==> src/design/mlrc_pkg.sv <==
// Shared types, constants and lookup functions for the layer record checker.
`default_nettype none

package mlrc_pkg;

  localparam int unsigned CFG_DATA_W = 32;
  localparam int unsigned CFG_IDX_W  = 3;
  localparam int unsigned IDX_W      = 16;
  localparam int unsigned WORD_W     = 32;
  localparam int unsigned STATUS_W   = 4;
  localparam int unsigned EW_W       = 12;
  localparam int unsigned EB_W       = 6;

  // Configuration register indexes.
  localparam logic [CFG_IDX_W-1:0] REG_BODY_BLOCKS   = 3'd0;
  localparam logic [CFG_IDX_W-1:0] REG_SPLIT_HEAD    = 3'd1;
  localparam logic [CFG_IDX_W-1:0] REG_HIDDEN_LAYERS = 3'd2;
  localparam logic [CFG_IDX_W-1:0] REG_HIDDEN_MIN    = 3'd3;
  localparam logic [CFG_IDX_W-1:0] REG_HIDDEN_MAX    = 3'd4;
  localparam logic [CFG_IDX_W-1:0] REG_HEADER_SIZE   = 3'd5;
  localparam logic [CFG_IDX_W-1:0] REG_IMAGE_SIZE    = 3'd6;

  // Status codes, in check order.
  localparam logic [STATUS_W-1:0] ST_OK         = 4'd0;
  localparam logic [STATUS_W-1:0] ST_ROLE       = 4'd1;
  localparam logic [STATUS_W-1:0] ST_WEIGHTS    = 4'd2;
  localparam logic [STATUS_W-1:0] ST_BIASES     = 4'd3;
  localparam logic [STATUS_W-1:0] ST_W_RANGE    = 4'd4;
  localparam logic [STATUS_W-1:0] ST_B_RANGE    = 4'd5;
  localparam logic [STATUS_W-1:0] ST_M_RANGE    = 4'd6;
  localparam logic [STATUS_W-1:0] ST_S_RANGE    = 4'd7;
  localparam logic [STATUS_W-1:0] ST_ALIGN      = 4'd8;
  localparam logic [STATUS_W-1:0] ST_IN_SCALE   = 4'd9;
  localparam logic [STATUS_W-1:0] ST_OUT_SCALE  = 4'd10;

  // Layer geometry.
  localparam logic [IDX_W-1:0] STEM_LAYERS = 16'd6;
  localparam logic [IDX_W-1:0] HYBRID_BASE = 16'd6;

  localparam logic [EW_W-1:0] W_HYB_EVEN = 12'd288;
  localparam logic [EB_W-1:0] B_HYB_EVEN = 6'd32;
  localparam logic [EW_W-1:0] W_HYB_ODD  = 12'd512;
  localparam logic [EB_W-1:0] B_HYB_ODD  = 6'd16;
  localparam logic [EW_W-1:0] W_LINEAR   = 12'd160;
  localparam logic [EB_W-1:0] B_LINEAR   = 6'd5;
  localparam logic [EW_W-1:0] W_HIDDEN   = 12'd1024;
  localparam logic [EB_W-1:0] B_HIDDEN   = 6'd32;
  localparam logic [EW_W-1:0] W_OBJ      = 12'd32;
  localparam logic [EB_W-1:0] B_OBJ      = 6'd1;
  localparam logic [EW_W-1:0] W_BOX      = 12'd128;
  localparam logic [EB_W-1:0] B_BOX      = 6'd4;

  localparam logic [WORD_W-1:0] SCALE_INF_BITS = 32'h7F80_0000;

  // Reset values of the configuration registers.
  localparam logic [7:0]        RST_BODY_BLOCKS   = 8'd1;
  localparam logic              RST_SPLIT_HEAD    = 1'b0;
  localparam logic [7:0]        RST_HIDDEN_LAYERS = 8'd0;
  localparam logic [7:0]        RST_HIDDEN_MIN    = 8'd1;
  localparam logic [7:0]        RST_HIDDEN_MAX    = 8'd4;
  localparam logic [15:0]       RST_HEADER_SIZE   = 16'd0;
  localparam logic [WORD_W-1:0] RST_IMAGE_SIZE    = 32'd0;

  typedef struct packed {
    logic [7:0]        body_blocks;
    logic              split_head;
    logic [7:0]        hidden_layers;
    logic [7:0]        hidden_min;
    logic [7:0]        hidden_max;
    logic [15:0]       header_size;
    logic [WORD_W-1:0] image_size;
  } mlrc_cfg_t;

  typedef struct packed {
    logic            found;
    logic [EW_W-1:0] weights;
    logic [EB_W-1:0] biases;
  } mlrc_role_t;

  typedef struct packed {
    logic [IDX_W-1:0]  layer_index;
    logic [WORD_W-1:0] weight_total;
    logic [WORD_W-1:0] bias_total;
    logic [WORD_W-1:0] weight_base;
    logic [WORD_W-1:0] bias_base;
    logic [WORD_W-1:0] mult_base;
    logic [WORD_W-1:0] shift_base;
    logic [WORD_W-1:0] input_scale_bits;
    logic [WORD_W-1:0] output_scale_bits;
  } mlrc_item_t;

  function automatic logic [EW_W-1:0] stem_weights(input logic [2:0] idx);
    logic [EW_W-1:0] w;
    case (idx)
      3'd0, 3'd1: w = 12'd36;
      3'd2, 3'd3: w = 12'd576;
      3'd4, 3'd5: w = 12'd2304;
      default:    w = '0;
    endcase
    return w;
  endfunction

  function automatic logic [EB_W-1:0] stem_biases(input logic [2:0] idx);
    logic [EB_W-1:0] b;
    case (idx)
      3'd0, 3'd1: b = 6'd4;
      3'd2, 3'd3: b = 6'd8;
      3'd4, 3'd5: b = 6'd16;
      default:    b = '0;
    endcase
    return b;
  endfunction

endpackage

`default_nettype wire

==> src/design/mlrc_if.sv <==
// Valid/ready channel interfaces for layer records and check results.
`default_nettype none

interface mlrc_req_if import mlrc_pkg::*; ();
  logic              valid;
  logic              ready;
  logic [IDX_W-1:0]  layer_index;
  logic [WORD_W-1:0] weight_total;
  logic [WORD_W-1:0] bias_total;
  logic [WORD_W-1:0] weight_base;
  logic [WORD_W-1:0] bias_base;
  logic [WORD_W-1:0] mult_base;
  logic [WORD_W-1:0] shift_base;
  logic [WORD_W-1:0] input_scale_bits;
  logic [WORD_W-1:0] output_scale_bits;

  modport source (
    output valid, layer_index, weight_total, bias_total, weight_base, bias_base,
           mult_base, shift_base, input_scale_bits, output_scale_bits,
    input  ready
  );
  modport sink (
    input  valid, layer_index, weight_total, bias_total, weight_base, bias_base,
           mult_base, shift_base, input_scale_bits, output_scale_bits,
    output ready
  );
endinterface

interface mlrc_res_if import mlrc_pkg::*; ();
  logic                valid;
  logic                ready;
  logic [STATUS_W-1:0] status_code;
  logic [EW_W-1:0]     needed_weights;
  logic [EB_W-1:0]     expected_biases;

  modport source (output valid, status_code, needed_weights, expected_biases, input ready);
  modport sink   (input valid, status_code, needed_weights, expected_biases, output ready);
endinterface

`default_nettype wire

==> src/design/mlrc_role.sv <==
// Role decoder: expected weight and bias counts for a layer index.
`default_nettype none

module mlrc_role import mlrc_pkg::*; (
  input  wire logic [IDX_W-1:0] layer_index,
  input  wire mlrc_cfg_t        cfg,
  output mlrc_role_t            role
);

  logic [IDX_W-1:0] head;
  logic [IDX_W-1:0] obj;
  logic             hidden_ok;

  // The head starts right after four roles per hybrid block.
  assign head      = HYBRID_BASE + {6'd0, cfg.body_blocks, 2'b00};
  assign obj       = head + {8'd0, cfg.hidden_layers};
  assign hidden_ok = (cfg.hidden_layers >= cfg.hidden_min) &&
                     (cfg.hidden_layers <= cfg.hidden_max);

  always_comb begin
    role = '0;
    if (layer_index < STEM_LAYERS) begin
      role.found   = 1'b1;
      role.weights = stem_weights(layer_index[2:0]);
      role.biases  = stem_biases(layer_index[2:0]);
    end else if (layer_index < head) begin
      role.found = 1'b1;
      // The base index is even, so bit 0 gives the parity within the body.
      if (!layer_index[0]) begin
        role.weights = W_HYB_EVEN;
        role.biases  = B_HYB_EVEN;
      end else begin
        role.weights = W_HYB_ODD;
        role.biases  = B_HYB_ODD;
      end
    end else if (!cfg.split_head) begin
      if (layer_index == head) begin
        role.found   = 1'b1;
        role.weights = W_LINEAR;
        role.biases  = B_LINEAR;
      end
    end else if (hidden_ok) begin
      if (layer_index < obj) begin
        role.found   = 1'b1;
        role.weights = W_HIDDEN;
        role.biases  = B_HIDDEN;
      end else if (layer_index == obj) begin
        role.found   = 1'b1;
        role.weights = W_OBJ;
        role.biases  = B_OBJ;
      end else if (layer_index == obj + 16'd1) begin
        role.found   = 1'b1;
        role.weights = W_BOX;
        role.biases  = B_BOX;
      end
    end
  end

endmodule

`default_nettype wire

==> src/design/mlrc_check.sv <==
// Record checks: counts, offset ranges, alignment and scale positivity, first failure wins.
`default_nettype none

module mlrc_check import mlrc_pkg::*; (
  input  wire mlrc_item_t           item,
  input  wire mlrc_cfg_t            cfg,
  input  wire mlrc_role_t           role,
  output logic [STATUS_W-1:0]       status_code
);

  logic [WORD_W-1:0] header_ext;
  logic [WORD_W-1:0] w_len;
  logic [WORD_W-1:0] b_len;
  logic              w_span_ok;
  logic              b_span_ok;
  logic              m_span_ok;
  logic              s_span_ok;
  logic              aligned;

  function automatic logic span_ok(input logic [WORD_W-1:0] off,
                                   input logic [WORD_W-1:0] len,
                                   input logic [WORD_W-1:0] hdr,
                                   input logic [WORD_W-1:0] img);
    logic ok;
    ok = (off >= hdr) && (off <= img) && (len <= img - off);
    return ok;
  endfunction

  function automatic logic scale_pos(input logic [WORD_W-1:0] bits);
    return (bits != '0) && (bits <= SCALE_INF_BITS);
  endfunction

  assign header_ext = {16'd0, cfg.header_size};
  assign w_len      = {20'd0, role.weights};
  // Biases, multipliers and shifts are four bytes each.
  assign b_len      = {24'd0, role.biases, 2'b00};

  assign w_span_ok = span_ok(item.weight_base, w_len, header_ext, cfg.image_size);
  assign b_span_ok = span_ok(item.bias_base, b_len, header_ext, cfg.image_size);
  assign m_span_ok = span_ok(item.mult_base, b_len, header_ext, cfg.image_size);
  assign s_span_ok = span_ok(item.shift_base, b_len, header_ext, cfg.image_size);

  assign aligned = (item.weight_base[3:0] == 4'd0) &&
                   (item.bias_base[1:0] == 2'd0) &&
                   (item.mult_base[1:0] == 2'd0) &&
                   (item.shift_base[1:0] == 2'd0);

  always_comb begin
    if (!role.found) begin
      status_code = ST_ROLE;
    end else if (item.weight_total != w_len) begin
      status_code = ST_WEIGHTS;
    end else if (item.bias_total != {26'd0, role.biases}) begin
      status_code = ST_BIASES;
    end else if (!w_span_ok) begin
      status_code = ST_W_RANGE;
    end else if (!b_span_ok) begin
      status_code = ST_B_RANGE;
    end else if (!m_span_ok) begin
      status_code = ST_M_RANGE;
    end else if (!s_span_ok) begin
      status_code = ST_S_RANGE;
    end else if (!aligned) begin
      status_code = ST_ALIGN;
    end else if (!scale_pos(item.input_scale_bits)) begin
      status_code = ST_IN_SCALE;
    end else if (!scale_pos(item.output_scale_bits)) begin
      status_code = ST_OUT_SCALE;
    end else begin
      status_code = ST_OK;
    end
  end

endmodule

`default_nettype wire

==> src/design/model_layer_record_checker_unit.sv <==
// A request in the input stage enters the result register when that is empty or read.
// Throughput: one request per cycle, limited only by the result side taking results.
// The input register and the result register form a two-stage pipeline with
// per-stage valid bits, so one request can wait in the input stage while a result stalls.
// Reset (rst, synchronous, active high) empties both stages and loads the
// configuration registers with their defaults.
`default_nettype none

module model_layer_record_checker_unit import mlrc_pkg::*; (
  input  wire logic                  clk,
  input  wire logic                  rst,
  input  wire logic                  cfg_wr_en,
  input  wire logic [CFG_IDX_W-1:0]  cfg_index,
  input  wire logic [CFG_DATA_W-1:0] cfg_data,
  mlrc_req_if.sink                   request,
  mlrc_res_if.source                 result
);

  mlrc_cfg_t           cfg;
  logic                stage_valid;
  mlrc_item_t          stage_item;
  logic                res_valid;
  logic [STATUS_W-1:0] res_status;
  logic [EW_W-1:0]     res_weights;
  logic [EB_W-1:0]     res_biases;
  logic                advance;
  mlrc_role_t          role;
  logic [STATUS_W-1:0] status_next;

  always_ff @(posedge clk) begin
    if (rst) begin
      cfg.body_blocks   <= RST_BODY_BLOCKS;
      cfg.split_head    <= RST_SPLIT_HEAD;
      cfg.hidden_layers <= RST_HIDDEN_LAYERS;
      cfg.hidden_min    <= RST_HIDDEN_MIN;
      cfg.hidden_max    <= RST_HIDDEN_MAX;
      cfg.header_size   <= RST_HEADER_SIZE;
      cfg.image_size    <= RST_IMAGE_SIZE;
    end else if (cfg_wr_en) begin
      case (cfg_index)
        REG_BODY_BLOCKS:   cfg.body_blocks   <= cfg_data[7:0];
        REG_SPLIT_HEAD:    cfg.split_head    <= cfg_data[0];
        REG_HIDDEN_LAYERS: cfg.hidden_layers <= cfg_data[7:0];
        REG_HIDDEN_MIN:    cfg.hidden_min    <= cfg_data[7:0];
        REG_HIDDEN_MAX:    cfg.hidden_max    <= cfg_data[7:0];
        REG_HEADER_SIZE:   cfg.header_size   <= cfg_data[15:0];
        REG_IMAGE_SIZE:    cfg.image_size    <= cfg_data[WORD_W-1:0];
        default: begin
        end
      endcase
    end
  end

  // The input stage moves on whenever the result register is empty or being read.
  assign advance       = !res_valid || result.ready;
  assign request.ready = !stage_valid || advance;

  always_ff @(posedge clk) begin
    if (rst) begin
      stage_valid <= 1'b0;
    end else if (request.ready) begin
      stage_valid <= request.valid;
    end
  end

  always_ff @(posedge clk) begin
    if (request.valid && request.ready) begin
      stage_item.layer_index       <= request.layer_index;
      stage_item.weight_total      <= request.weight_total;
      stage_item.bias_total        <= request.bias_total;
      stage_item.weight_base       <= request.weight_base;
      stage_item.bias_base         <= request.bias_base;
      stage_item.mult_base         <= request.mult_base;
      stage_item.shift_base        <= request.shift_base;
      stage_item.input_scale_bits  <= request.input_scale_bits;
      stage_item.output_scale_bits <= request.output_scale_bits;
    end
  end

  mlrc_role u_role (
    .layer_index (stage_item.layer_index),
    .cfg         (cfg),
    .role        (role)
  );

  mlrc_check u_check (
    .item        (stage_item),
    .cfg         (cfg),
    .role        (role),
    .status_code (status_next)
  );

  always_ff @(posedge clk) begin
    if (rst) begin
      res_valid <= 1'b0;
    end else if (advance) begin
      res_valid <= stage_valid;
    end
  end

  always_ff @(posedge clk) begin
    if (advance && stage_valid) begin
      res_status  <= status_next;
      res_weights <= role.weights;
      res_biases  <= role.biases;
    end
  end

  assign result.valid           = res_valid;
  assign result.status_code     = res_status;
  assign result.needed_weights  = res_weights;
  assign result.expected_biases = res_biases;

endmodule

`default_nettype wire

==> src/flat_wrapper.sv <==
// flat-port wrapper written by rule: the top's interface ports become plain ports
module model_layer_record_checker_unit_flat import mlrc_pkg::*;
  (clk, rst, cfg_wr_en, cfg_index, cfg_data, request_valid, request_layer_index, request_weight_total, request_bias_total, request_weight_base, request_bias_base, request_mult_base, request_shift_base, request_input_scale_bits, request_output_scale_bits, request_ready, result_valid, result_status_code, result_needed_weights, result_expected_biases, result_ready);
  mlrc_req_if request_i ();
  mlrc_res_if result_i ();
  input  wire logic clk;
  input  wire logic rst;
  input  wire logic cfg_wr_en;
  input  wire logic [CFG_IDX_W-1:0] cfg_index;
  input  wire logic [CFG_DATA_W-1:0] cfg_data;
  input wire logic [$bits(request_i.valid)-1:0] request_valid;
  input wire logic [$bits(request_i.layer_index)-1:0] request_layer_index;
  input wire logic [$bits(request_i.weight_total)-1:0] request_weight_total;
  input wire logic [$bits(request_i.bias_total)-1:0] request_bias_total;
  input wire logic [$bits(request_i.weight_base)-1:0] request_weight_base;
  input wire logic [$bits(request_i.bias_base)-1:0] request_bias_base;
  input wire logic [$bits(request_i.mult_base)-1:0] request_mult_base;
  input wire logic [$bits(request_i.shift_base)-1:0] request_shift_base;
  input wire logic [$bits(request_i.input_scale_bits)-1:0] request_input_scale_bits;
  input wire logic [$bits(request_i.output_scale_bits)-1:0] request_output_scale_bits;
  output wire logic [$bits(request_i.ready)-1:0] request_ready;
  output wire logic [$bits(result_i.valid)-1:0] result_valid;
  output wire logic [$bits(result_i.status_code)-1:0] result_status_code;
  output wire logic [$bits(result_i.needed_weights)-1:0] result_needed_weights;
  output wire logic [$bits(result_i.expected_biases)-1:0] result_expected_biases;
  input wire logic [$bits(result_i.ready)-1:0] result_ready;
  assign request_i.valid = request_valid;
  assign request_i.layer_index = request_layer_index;
  assign request_i.weight_total = request_weight_total;
  assign request_i.bias_total = request_bias_total;
  assign request_i.weight_base = request_weight_base;
  assign request_i.bias_base = request_bias_base;
  assign request_i.mult_base = request_mult_base;
  assign request_i.shift_base = request_shift_base;
  assign request_i.input_scale_bits = request_input_scale_bits;
  assign request_i.output_scale_bits = request_output_scale_bits;
  assign request_ready = request_i.ready;
  assign result_valid = result_i.valid;
  assign result_status_code = result_i.status_code;
  assign result_needed_weights = result_i.needed_weights;
  assign result_expected_biases = result_i.expected_biases;
  assign result_i.ready = result_ready;
  model_layer_record_checker_unit u_core (.clk(clk), .rst(rst), .cfg_wr_en(cfg_wr_en), .cfg_index(cfg_index), .cfg_data(cfg_data), .request(request_i), .result(result_i));
endmodule
==> config.mk <==
export PLATFORM = sky130hd
export DESIGN_NAME = model_layer_record_checker_unit_flat
export DESIGN_NICKNAME = d
export VERILOG_FILES = /design/src/design/mlrc_pkg.sv /design/src/design/mlrc_if.sv /design/src/design/mlrc_role.sv /design/src/design/mlrc_check.sv /design/src/design/model_layer_record_checker_unit.sv /design/src/flat_wrapper.sv
export SDC_FILE = /design/constraint.sdc
export NUM_CORES = 1
export LEC_CHECK = 0
export BUFFER_PORTS_ARGS = -buffer_cell sky130_fd_sc_hd__buf_2
export CAP_MARGIN = 10
export CORE_ASPECT_RATIO = 0.9
export CORE_MARGIN = 2
export CORE_UTILIZATION = 50
export CTS_BUF_LIST = sky130_fd_sc_hd__clkbuf_4 sky130_fd_sc_hd__clkbuf_8
export CTS_CLUSTER_DIAMETER = 40
export DETAILED_ROUTE_END_ITERATION = 10
export HOLD_SLACK_MARGIN = 0.05
export PLACE_DENSITY = 0.71
export SLEW_MARGIN = 15
export SYNTH_ARGS = -nofsm -noshare
export SYNTH_HDL_FRONTEND = slang
export SYNTH_SLANG_ARGS = --single-unit
==> constraint.sdc <==
create_clock -name clk -period 22.8 [get_ports clk]
set_input_delay 4.56 -clock clk [delete_from_list [all_inputs] [get_ports clk]]
set_output_delay 4.56 -clock clk [all_outputs]
set_load 0.01 [all_outputs]
* Yosys cells after proc, flatten, opt, wreduce, memory -nomap -nowiden *
Index checks and enable logic that the tools add are counted.

cells by class
  $add $sub $neg = 7
  magnitude comparators = 19
  eq/ne operators = 16
  muxes and demuxes = 20
  bitwise logic cells = 5
  reduce and logical (&&, ||, !) cells = 40

operator list
  operator               count
  $mux 19                8
  $ge 32x16->1           4
  $le 32x32->1           4
  $sub 32x32->32         4
  $le 8x32->1            3
  $le 32x31->1 const B   2
  $reduce_bool 32->1     2
  $eq 16x16->1           3
  $pmux 12 s3            1
  $le 12x32->1           1
  $lt 16x16->1           2
  $ne 32x12->1           1
  $ne 32x6->1            1
  $add 16x1->16 const B  1
  $add 16x8->16          1
  $logic_and 1x1->1      16
  $lt 16x3->1 const B    1
  $mux 16                1
  $eq 3x3->1 const B     5
  $pmux 5 s3             1
  $reduce_and 2->1       7
  $eq 3x2->1 const B     4
  $mux 3                 4
  $mux 4                 3
  other kinds (14)       27

word-level totals
  bits in registers = 377

* Logic depth before layout (Yosys ltp) *
Gate-level depths: netlist (run 1).

  depth after elaboration = 19
  gate-level depth with buffers = 32
  depth with buffers taken out = 32

* Hierarchy *
A second synthesis (run 1) with hierarchy kept.

unflattened totals
  cell total of the unflattened synthesis = 2638
  area, all modules = 25791.0 um2

by module, submodules not included
  module                           instances  cells an instance  area each (um2)
  model_layer_record_checker_unit  1          613                12256.8
  mlrc_check                       1          1714               11309.6
  mlrc_role                        1          311                2224.6

* Least setup slack after synthesis (run 1) *
OpenSTA, ideal clock, no wires.

  path type = input -> register
  start point = input result_ready
  end point = register u_core.stage_item[0] (netlist name), enable pin
  setup time = 669 ps
  arrival time = 10967 ps
  required time = 22131 ps
  slack = 11164 ps
  cell stages on the path = 3
  path buffers = 0
  cells stage by stage = nor2b_1 nand2_1 and2_1

on the way
  longest elaborated chain between the ends = 3

ends and longest elaborated chain
  item               line                                   text
  start, declared    flat_wrapper.sv:26                     input wire logic [$bits(result_i.ready)-1:0] result_ready;
  $logic_or 1x1->1   model_layer_record_checker_unit.sv:55  assign advance = !res_valid || result.ready;
  $logic_or 1x1->1   model_layer_record_checker_unit.sv:56  assign request.ready = !stage_valid || advance;
  via request_ready  flat_wrapper.sv:21                     output wire logic [$bits(request_i.ready)-1:0] request_ready;
  $logic_and 1x1->1  model_layer_record_checker_unit.sv:67  if (request.valid && request.ready) begin
  end, declared      model_layer_record_checker_unit.sv:21  mlrc_item_t stage_item;

The timed path passes the listed nets, and every way through them passes these cells.
A chain may end at the register's enable or synchronous reset.

* Worst setup path after layout (run 1) *
  start point = input result_ready
  end point = output request_ready

on the way
  longest elaborated chain between the ends = 2

ends and longest elaborated chain
  item              line
  $logic_or 1x1->1  model_layer_record_checker_unit.sv:55
  $logic_or 1x1->1  model_layer_record_checker_unit.sv:56
  end, declared     flat_wrapper.sv:21

No other way between the ends.

==> impl_results.md, run 1 <==
* Hold Path Depth at 2
* # rows at 76
* RR Startpoint: u_core.cfg[73]$_SDFFE_PP1P_
* Clock slew at reported path FFs at 50 ps
* Worst-path fanout max at 4
* RSZ-0062 raised after global routing: false
* Area after DPL at 0.0266 mm²
* Die area at 0.0504 mm²
* First-pass GRT wire length at 114 mm
* Max Fclk at 103 MHz
* Synth-to-layout area growth at 15.5%
* Wire length per cell at 21.2 µm
* Largest net degree at the start of global routing at 89
* Initial antenna violation count at 13
* Clock latency on the worst-skew pair at 650 ps
* CP endpoint kind: output pin
* P per Cell Area at 61.2 mW/mm²
* Top cells by count, synth: nand2_1 (298), edfxtp_1 (288), ha_1 (261), a21oi_1 (229), inv_1 (225)
* Minimum clock period after layout at 9710 ps
* Setup_tns at 0 ps
* Mapped Area at 0.0243 mm²
* Resize count post-CTS at 0
* Core footprint at 0.0479 mm²
* Cell chain of the critical path: buf_2 -> nor2b_1 -> nand2_1 -> buf_2
* Top-count cell post-synth: nand2_1
* Final Core Density at 58.6%
* Synthesized flop and latch total at 371
* Final-layout fill cell count at 4,198
* Total Routing Usage GR at 29.4%
* R2r endpoint: u_core.result.status_code[3]$_SDFFCE_PP0P_
* CTS Buffer Depth at 3
* HPWL Detailed at 60.2 mm
* Final setup vio count at 0
* Die Y at 213 µm
* Root buffer cell: clkbuf_8
* Post-synthesis cell type count at 97
* Post-Syn Instances at 2,547
* Yosys top cell area share at 35.6%
* Tcrit/Tclk final at 42.6%
* Count of input and output buffers at 330
* Pre-Repair DR Iteration Count at 9
* Routability Congestion at 0.948
* P_leak at 11.8 nW
* Status: complete, no violations
* Die Width at 236 µm
* Worst Setup Path Type: in -> out
* Min-delay src: u_core.cfg[61]$_SDFFE_PP0P_
* R2R setup slack at 15,040 ps
* Ys async rst share at 0%
* Post CTS Setup Buffer Count at 0
* Synth area leader: edfxtp_1
* Worst Hold Path EP: u_core.cfg[61]$_SDFFE_PP0P_
* Max cap viols at 0
* Post-Place Cells at 3,449
* Register area share after synthesis at 42.4%
* CTS buffer count at 67
* Fraction of layout cells with a size suffix above 1 at 17.2%
* VDD IR-drop max at 0.0541 mV
* Number of synthesized flops with an enable pin at 288
* Final #Nets at 3,468
* Skew final at 38.3 ps
* Vias at 21,625
* Antenna-violating nets left at 0
* Critical Path RT at 18,240 ps
* Crit path DAT at 5150 ps
* WL final at 75.8 mm
* Top_reg_cell synth: edfxtp_1
* CTS Hold Buffers Added at 0
* Crit path top cell by count: buf_2
* Max transition margin at 20.5%
* Slew @ Worst Pin at 1180 ps
* Synth Area per Inst at 9.55 µm²
* Synth top area cells: edfxtp_1 (36%), ha_1 (13%), dfxtp_1 (6.8%), a21oi_1 (4.7%), nand2_1 (4.6%)
* Hold Violations, Final at 0
* CTS tree: built
* Max incr delay on CP at 240 ps
* Vias in the first global route at 20,657
* Slowest stage cell on the critical path: nor2b_1
* Final Cell Area at 0.0281 mm²
* DRC viols at 0
* Non-Filler Instances at 3,576
* Final Max Tran Viols at 0
* I/O Pins at 336
* Critical Path Start Type: primary input
* R2R cell count at 30
* Hold Path Class: reg -> reg
* Syn. warnings at 0
* Clock net sink count at 371
* Via/cell ratio at 6.05
* CTS HTree Levels at 3
* Starting DRC count in detailed routing at 1,825
* GR Overflow Total at 0
* Initial core utilization at 50.7%
==> worst max-delay path: cells and delay by family <==
| kind | cells | cell delay, ps |
|---|---|---|
| buffers and inverters | 2 | 250 |
| and+or+nand+nor | 2 | 350 |
==> cells in the final DEF, fill, tap and decap left out, drive strengths merged, types with 12 or more instances in the layout <==
cell    netlist  routed
o21bai       12      12
xor2         42      42
nand4        74      74
a21oi       230     230
xnor2        51      51
o31ai        19      19
a31oi        17      17
o221ai       15      15
and3         14      14
mux2i        14      14
o211ai       24      24
buf           7     339
or2          12      12
a21o         66      66
o21a         23      23
nand2       299     299
nor2b        21      21
nor2        128     128
dfxtp        83      83
a211oi       39      39
nand3        57      57
clkinv        0      13
edfxtp      288     288
clkbuf       58      94
or3          17      17
inv         226     228
o21ai       114     114
ha          261     261
nor4         75      75
nand2b       37      37
nor3         56      56
==> flip-flops by register name (all words and copies together) (netlist names) <==
| signal | flops |
|---|---|
| u_core.cfg | 81 |
| u_core.result.expected_biases | 5 |
| u_core.result.needed_weights | 7 |
| u_core.result.status_code | 4 |
| u_core.result.valid | 1 |
| u_core.stage_item | 272 |
| u_core.stage_valid | 1 |
==> how the worst max path moves through the flow <==
stage | startpoint | end | slack (ps) | cells past startpoint
3_3_place_gp | result_ready | request_ready | 13120 | 4
3_5_place_dp | result_ready | request_ready | 13100 | 4
6_report | result_ready | request_ready | 13090 | 4
5_1_grt | result_ready | request_ready | 13010 | 4
4_1_cts | result_ready | request_ready | 13100 | 4
2_1_floorplan | result_ready | u_core.stage_item[0]$_DFFE_PP_ | 11160 | 3
==> metrics by stage <==
step | power (W) | hold slack [ps] | setup slack, ps
CTS | 0.00173 | 453 | 13100
global route | 0.00179 | 472 | 13010
global placement | 0.00102 | 442 | 13120
floorplan | 0.000943 | 436 | 11160
detailed placement | 0.00102 | 447 | 13100
finish | 0.00172 | 454 | 13090
==> logic make-up after synthesis <==
kind of cell / after synthesis / synth area share (%)
compound gates: 666 / 17.9
other cells: 2 / 0.0309
fa+ha+maj: 262 / 13.5
xor+xnor: 93 / 3.41
mux: 16 / 0.669
buf+inv: 291 / 4.60
simple gates: 846 / 17.5
flops: 371 / 42.4
==> routing by layer <==
metal,track usage [%],share of wire (%)
met1,39.4,43
met2,48.2,46
met3,5.35,7.2
met4,9.84,2.9
met5,0,0.042
==> cell type report <==
cell class	count	area [µm²]	area share, %
sequential	371	10300	36.7
multi-input combinational	1889	12900	46.0
inverter	226	848	3.02
tap	624	781	2.78
clock buffer	94	1180	4.21
antenna	9	22.5	0.0802
timing repair buffer	339	1720	6.12
clock inverter	24	318	1.13
==> report_power, final <==
group          leakage, nW  switching (W)  internal (W)
combinational         7.53       0.000133     0.0000879
sequential            3.47      0.0000250      0.000767
clock                0.782       0.000288      0.000416
total                 11.8       0.000447       0.00127
(Power assumes the default switching activity.)
==> inputs of run 2 (changes only) <==
Settings changed: PLACE_DENSITY 0.71 to 0.74.
Clock period 22.8 ns to 7.8 ns, I/O delays scaled along.
==> impl_results.md, run 2 (synthesis gave the netlist of run 1 again) <==
* Status: complete, no violations (unchanged)
* Skew final at 56.9 ps (was 38.3 ps)
* Power share of the sequential group at 47.3% (was 46.1%)
* RR Startpoint: u_core.cfg[73]$_SDFFE_PP1P_ (unchanged)
* Tcrit/Tclk final at 88.8%
* Starting DRC count in detailed routing at 1,683 (was 1,825)
* R2r endpoint: u_core.result.status_code[3]$_SDFFCE_PP0P_ (unchanged)
* Worst-path fanout max at 6 (was 4)
* VDD IR-drop max at 0.230 mV (was 0.0541 mV)
* Max Fclk at 144 MHz
* Clock slew at reported path FFs at 60 ps (was 50 ps)
* Clock latency on the worst-skew pair at 660 ps (was 650 ps)
* Vias in the first global route at 20,580 (was 20,657)
* P per Cell Area at 175 mW/mm² (was 61.2 mW/mm²)
* Final setup vio count at 0 (unchanged)
* Hold Path Class: reg -> reg (unchanged)
* Via/cell ratio at 5.97 (was 6.05)
* Final Cell Area at 0.0280 mm² (was 0.0281 mm²)
* Post CTS Setup Buffer Count at 0 (unchanged)
* Post-Place Cells at 3,448 (was 3,449)
* RSZ-0062 raised after global routing: false (unchanged)
* Most common cell after layout, fill and taps aside: buf_2 (unchanged)
* Fraction of layout cells with a size suffix above 1 at 17.0% (was 17.2%)
* Synth-to-layout area growth at 15.1% (was 15.5%)
* HPWL Detailed at 61.5 mm (was 60.2 mm)
* Most frequent cells in the layout: buf_2 (330), nand2_1 (298), edfxtp_1 (288) (unchanged)
* Combinational Power Share at 13.3% (was 12.9%)
* Die Width at 236 µm (unchanged)
* I/O Pins at 336 (unchanged)
* Antenna-violating nets left at 0 (unchanged)
* Non-Filler Instances at 3,573 (was 3,576)
* CP endpoint kind: flip-flop (was output pin)
* Clock Power Share at 39.4% (was 41.0%)
* Initial core utilization at 50.7% (unchanged)
* Hold Violations, Final at 0 (unchanged)
* Total Routing Usage GR at 29.7% (was 29.4%)
* # rows at 76 (unchanged)
* Max reg flops at 272 (unchanged)
* CTS HTree Levels at 3 (unchanged)
* CTS Buffer Depth at 3 (unchanged)
* Area after DPL at 0.0266 mm² (about the same)
* Final-layout fill cell count at 4,096 (was 4,198)
* Minimum clock period after layout at 6930 ps
* Slew @ Worst Pin at 1090 ps (was 1180 ps)
* R2R cell count at 30 (unchanged)
* WL final at 76.2 mm (was 75.8 mm)
* Max cap viols at 0 (unchanged)
* Switching Fraction at 26.8% (was 26.0%)
* Final #Nets at 3,466 (was 3,468)
* Hold Path Depth at 2 (unchanged)
* Worst Hold Path EP: u_core.cfg[43]$_SDFFE_PP0P_ (was u_core.cfg[61]$_SDFFE_PP0P_)
* Max transition margin at 27.3% (was 20.5%)
* Setup_tns at 0 ps (unchanged)
* Wire length per cell at 21.3 µm (was 21.2 µm)
* Die Y at 213 µm (unchanged)
* First-pass GRT wire length at 114 mm (about the same)
* Count of input and output buffers at 330 (unchanged)
* CTS tree: built (unchanged)
* Core footprint at 0.0479 mm² (unchanged)
* Min-delay src: u_core.cfg[43]$_SDFFE_PP0P_ (was u_core.cfg[61]$_SDFFE_PP0P_)
* Clock net sink count at 371 (unchanged)
* NetSw at 0.00131 W (was 0.000447 W)
* Worst hold slack at 456 ps (was 454 ps)
* Final Max Tran Viols at 0 (unchanged)
* Initial antenna violation count at 4 (was 13)
* Tot Pwr at 0.00490 W (was 0.00172 W)
* Largest net degree at the start of global routing at 106 (was 89)
* R2R setup slack at 870 ps (was 15,040 ps)
* Critical Path Start Type: flip-flop (was primary input)
* Pre-Repair DR Iteration Count at 8 (was 9)
* Critical Path RT at 8210 ps (was 18,240 ps)
* Max incr delay on CP at 520 ps (was 240 ps)
* GR Overflow Total at 0 (unchanged)
* Routability Congestion at 0.945 (was 0.948)
* Worst Setup Path Type: reg -> reg (was in -> out)
* CTS buffer count at 66 (was 67)
* CTS Hold Buffers Added at 0 (unchanged)
* Root buffer cell: clkbuf_8 (unchanged)
* Pint at 0.00359 W (was 0.00127 W)
* P_leak at 11.7 nW (was 11.8 nW)
* Crit path DAT at 7340 ps (was 5150 ps)
* Resize count post-CTS at 0 (unchanged)
* Largest Register: u_core.stage_item (unchanged)
* Vias at 21,338 (was 21,625)
* DRC viols at 0 (unchanged)
* Crit path top cell by count: ha_1 (was buf_2)
* Slowest stage cell on the critical path: or4_1 (was nor2b_1)
* Die area at 0.0504 mm² (unchanged)
==> run 2: worst max path at each step <==
stage,from,to,slack [ps],cells after the start
global route,u_core.cfg[73]$_SDFFE_PP1P_,u_core.result.status_code[3]$_SDFFCE_PP0P_,280,30
global placement,u_core.cfg[73]$_SDFFE_PP1P_,u_core.result.status_code[3]$_SDFFCE_PP0P_,1120,30
CTS,u_core.cfg[73]$_SDFFE_PP1P_,u_core.result.status_code[3]$_SDFFCE_PP0P_,900,30
detailed placement,u_core.cfg[73]$_SDFFE_PP1P_,u_core.result.status_code[3]$_SDFFCE_PP0P_,940,30
finish,u_core.cfg[73]$_SDFFE_PP1P_,u_core.result.status_code[3]$_SDFFCE_PP0P_,870,30
floorplan,u_core.cfg[73]$_SDFFE_PP1P_,u_core.result.status_code[3]$_SDFFCE_PP0P_,1950,30
==> run 2: layer usage <==
layer / wire, µm / share of wire (%) / up-vias / track usage (%)
met4: 2920 / 3.8 / 0 / 12.5
met1: 33000 / 43 / 10123 / 39.0
met5: 0 / 0 / - / 0
met2: 34800 / 46 / 872 / 48.3
met3: 5450 / 7.2 / 149 / 5.71
li1: - / - / 10194 / -
==> run 2: area by class of cell <==
cell class	instances	area [µm²]	area share [%]
antenna	4	10.0	0.0358
clock buffer	85	1080	3.87
clock inverter	36	332	1.18
inverter	226	848	3.03
multi-input combinational	1889	12900	46.1
sequential	371	10300	36.8
tap	624	781	2.79
timing repair buffer	338	1720	6.16
==> run 2: through the flow <==
step,utilization (%),setup slack (ps)
floorplan,-,1950
global placement,55.4,1120
detailed placement,55.4,942
CTS,58.4,901
global route,58.4,283
finish,58.4,870
==> run 2: worst max-delay path: cells and delay by family (launching register included) <==
kind | cells | cell delay, ps
AO/OA/AOI/OAI | 9 | 2110
XOR/XNOR | 2 | 500
adder cells (fa/ha/maj) | 4 | 1170
buffers and inverters | 2 | 350
flip-flops | 1 | 400
AND/OR/NAND/NOR | 13 | 2150
==> run 2: power groups by stage <==
stage / logic, W / registers (W) / clock network (W)
4_1_cts: 0.000646 / 0.00232 / 0.00197
5_1_grt: 0.000722 / 0.00232 / 0.00205
2_1_floorplan: 0.000417 / 0.00233 / 0
6_report: 0.000653 / 0.00232 / 0.00193
3_5_place_dp: 0.000641 / 0.00235 / 0
3_3_place_gp: 0.000632 / 0.00235 / 0
==> inputs of run 3 (changes only) <==
Settings changed: CORE_ASPECT_RATIO 0.9 to 0.8, PLACE_DENSITY 0.74 to 0.73, SYNTH_HIERARCHICAL set to 1.
==> impl_results.md, run 3 <==
* Status: complete, no violations (unchanged)
* CTS tree: built (unchanged)
* Max transition margin at 22.9% (was 27.3%)
* Ys async rst share at 0% (unchanged)
* HPWL Detailed at 69.4 mm (was 61.5 mm)
* Minimum clock period after layout at 7360 ps (was 6930 ps)
* Hold Violations, Final at 0 (unchanged)
* Post-Syn Instances at 2,638 (was 2,547)
* Final #Nets at 3,570 (was 3,466)
* Root buffer cell: clkbuf_8 (unchanged)
* Crit path top cell by count: nand4_1 (was ha_1)
* CTS Buffer Depth at 3 (unchanged)
* Final setup vio count at 0 (unchanged)
* RSZ-0062 raised after global routing: false (unchanged)
* Synthesized flop and latch total at 377 (was 371)
* WL final at 88.3 mm (was 76.2 mm)
* Top-count cell post-synth: edfxtp_1 (was nand2_1)
* Fraction of layout cells with a size suffix above 1 at 16.9% (was 17.0%)
* Post CTS Setup Buffer Count at 0 (unchanged)
* Worst Setup Path Type: reg -> reg (unchanged)
* R2R cell count at 31 (was 30)
* Crit path DAT at 7860 ps (was 7340 ps)
* Skew final at 23.4 ps (was 56.9 ps)
* Largest Register: u_core/stage_item (was u_core.stage_item)
* Clock slew at reported path FFs at 60 ps (about the same)
* Yosys top cell area share at 34.2% (was 35.6%)
* Wire length per cell at 23.7 µm (was 21.3 µm)
* Final Max Tran Viols at 0 (unchanged)
* RR Startpoint: u_core/cfg[75]$_SDFFE_PP0P_ (was u_core.cfg[73]$_SDFFE_PP1P_)
* Number of synthesized flops with an enable pin at 294 (was 288)
* Slowest stage cell on the critical path: ha_2 (was or4_1)
* Starting DRC count in detailed routing at 2,213 (was 1,683)
* Min-delay src: u_core/stage_valid$_SDFFE_PP0P_ (was u_core.cfg[43]$_SDFFE_PP0P_)
* Simple-Gate Fraction of Synth Area at 17.3% (was 17.5%)
* R2r endpoint: u_core/result.status_code[0]$_DFFE_PP_ (was u_core.result.status_code[3]$_SDFFCE_PP0P_)
* Routability Congestion at 1.02 (was 0.945)
* Clock net sink count at 377 (was 371)
* Max reg flops at 272 (unchanged)
* Synth Area per Inst at 9.78 µm² (was 9.55 µm²)
* Post-synthesis adder-cell area fraction at 13.2% (was 13.5%)
* Vias at 23,047 (was 21,338)
* Die Y at 207 µm (was 213 µm)
* I/O Pins at 336 (unchanged)
* Top cells by count, synth: edfxtp_1 (294), ha_1 (269), inv_1 (225), a21oi_1 (197), nand2_1 (176) (was nand2_1 (298), edfxtp_1 (288), ha_1 (261), a21oi_1 (229), inv_1 (225))
* Critical Path RT at 8300 ps (was 8210 ps)
* Most frequent cells in the layout: buf_2 (335), edfxtp_1 (294), ha_1 (268) (was buf_2 (330), nand2_1 (298), edfxtp_1 (288))
* Initial antenna violation count at 3 (was 4)
* GR Overflow Total at 0 (unchanged)
* Crit path launch: u_core/cfg[75]$_SDFFE_PP0P_ (was u_core.cfg[73]$_SDFFE_PP1P_)
* Mux cell area share after synthesis at 3.84% (was 0.669%)
* CTS buffer count at 66 (unchanged)
* Vias in the first global route at 22,177 (was 20,580)
* Mapped Area at 0.0258 mm² (was 0.0243 mm²)
* VDD IR-drop max at 0.153 mV (was 0.230 mV)
* Critical Path Start Type: flip-flop (unchanged)
* Synth top area cells: edfxtp_1 (34%), ha_1 (13%), dfxtp_1 (6.4%), a21oi_1 (3.8%), mux2i_1 (3.5%) (was edfxtp_1 (36%), ha_1 (13%), dfxtp_1 (6.8%), a21oi_1 (4.7%), nand2_1 (4.6%))
* Syn. warnings at 6 (was 0)
* Synth Area in Compound Gates at 17.0% (was 17.9%)
* Via/cell ratio at 6.19 (was 5.97)
* Synth-to-layout area growth at 14.8% (was 15.1%)
* CTS HTree Levels at 3 (unchanged)
* Max Fclk at 136 MHz (was 144 MHz)
* Clock latency on the worst-skew pair at 670 ps (was 660 ps)
* Max incr delay on CP at 450 ps (was 520 ps)
* Core footprint at 0.0510 mm² (was 0.0479 mm²)
* Final-layout fill cell count at 4,386 (was 4,096)
* Antenna-violating nets left at 0 (unchanged)
* Main combinational cell family by area after synthesis: simple AND/OR/NAND/NOR gates (was compound AO/OA/AOI/OAI gates)
* Hold Path Class: reg -> reg (unchanged)
* Largest net degree at the start of global routing at 80 (was 106)
* R2R setup slack at 440 ps (was 870 ps)
* CP endpoint: u_core/result.status_code[0]$_DFFE_PP_ (was u_core.result.status_code[3]$_SDFFCE_PP0P_)
* Die Width at 258 µm (was 236 µm)
* Tot Pwr at 0.00509 W (was 0.00490 W)
* Post-synthesis cell type count at 100 (was 97)
* Count of input and output buffers at 335 (was 330)
* Die area at 0.0534 mm² (was 0.0504 mm²)
* XOR/XNOR Fraction of Synth Area at 3.36% (was 3.41%)
* Most common cell after layout, fill and taps aside: buf_2 (unchanged)
* Tcrit/Tclk final at 94.3% (was 88.8%)
* Total Routing Usage GR at 32.3% (was 29.7%)
* CP endpoint kind: flip-flop (unchanged)
* # rows at 74 (was 76)
* Initial core utilization at 50.6% (was 50.7%)
* Top_reg_cell synth: edfxtp_1 (unchanged)
* CTS Hold Buffers Added at 0 (unchanged)
* Pre-Repair DR Iteration Count at 6 (was 8)
* Register area share after synthesis at 40.7% (was 42.4%)
* Worst-path fanout max at 11 (was 6)
* Synth area leader: edfxtp_1 (unchanged)
* DRC viols at 0 (unchanged)
* First-pass GRT wire length at 132 mm (was 114 mm)
* P per Cell Area at 172 mW/mm² (was 175 mW/mm²)
* P_leak at 12.5 nW (was 11.7 nW)
* Slew @ Worst Pin at 1160 ps (was 1090 ps)
* Setup_tns at 0 ps (unchanged)
* Max cap viols at 0 (unchanged)
[run 3: cell type report]
type	count	area (µm²)	area share (%)
clock buffer	88	1090	3.67
sequential	377	10500	35.4
clock inverter	31	344	1.16
antenna	4	10.0	0.0338
timing repair buffer	351	1800	6.07
inverter	225	845	2.85
tap	684	856	2.89
multi-input combinational	1966	14200	47.9
[run 3: stage by stage]
step                utilization, %  hold slack [ps]  worst slack [ps]  area (µm²)  std cells
floorplan                        -              434              1090       25800       2642
global placement              55.2              444               336       28100       3603
detailed placement            55.2              454             -20.3       28100       3603
CTS                           58.0              462              53.4       29600       3722
global route                  58.0              486              31.2       29600       3723
finish                        58.0              463               441       29600       3726
[run 3: where the power goes]
| part | switching (W) | internal, W | total, W |
|---|---|---|---|
| Combinational | 0.000451 | 0.000293 | 0.000744 |
| Clock | 0.000877 | 0.00110 | 0.00198 |
| Sequential | 0.0000836 | 0.00228 | 0.00236 |
[run 3: layer usage]
metal | track usage, % | part of all wire, % | vias up
met5 | 0 | 0 | -
met4 | 9.85 | 3.0 | 0
met3 | 8.50 | 9.8 | 169
met2 | 49.3 | 44 | 1134
met1 | 45.0 | 43 | 11103
li1 | - | - | 10641
[run 3: worst min-delay path by stage]
stage                                                   to  slack (ps)  cells after the start
after CTS                 u_core/result.valid$_SDFFE_PP0P_         460                      2
after global placement    u_core/result.valid$_SDFFE_PP0P_         440                      2
after global routing      u_core/result.valid$_SDFFE_PP0P_         490                      2
after detailed placement  u_core/result.valid$_SDFFE_PP0P_         450                      2
after floorplan           u_core/result.valid$_SDFFE_PP0P_         430                      2
final                     u_core/result.valid$_SDFFE_PP0P_         460                      2
[run 3: repair_timing]
| item | CTS | global route |
|---|---|---|
| resized for setup | 1 | 11 |
| endpoints found under the setup margin | 2 | 4 |
| pin swaps | 0 | 0 |
[run 3: cells by family (layout without fill, tap and decap cells)]
kind of cell             count (synthesis)  after routing
AND/OR/NAND/NOR                        824            824
multiplexers                            98             98
buffers and inverters                  299            695
flip-flops                             377            377
other                                    2             10
AO/OA/AOI/OAI                          670            670
adder cells (fa/ha/maj)                271            271
XOR/XNOR                                97             97
[run 3: worst max-delay path, delay by kind of cell, from the launching register on]
kind	cells	cell delay, ps
simple gates	15	2830
compound gates	9	2150
fa+ha+maj	3	1070
buf+inv	3	570
flops	1	420
xor+xnor	1	160
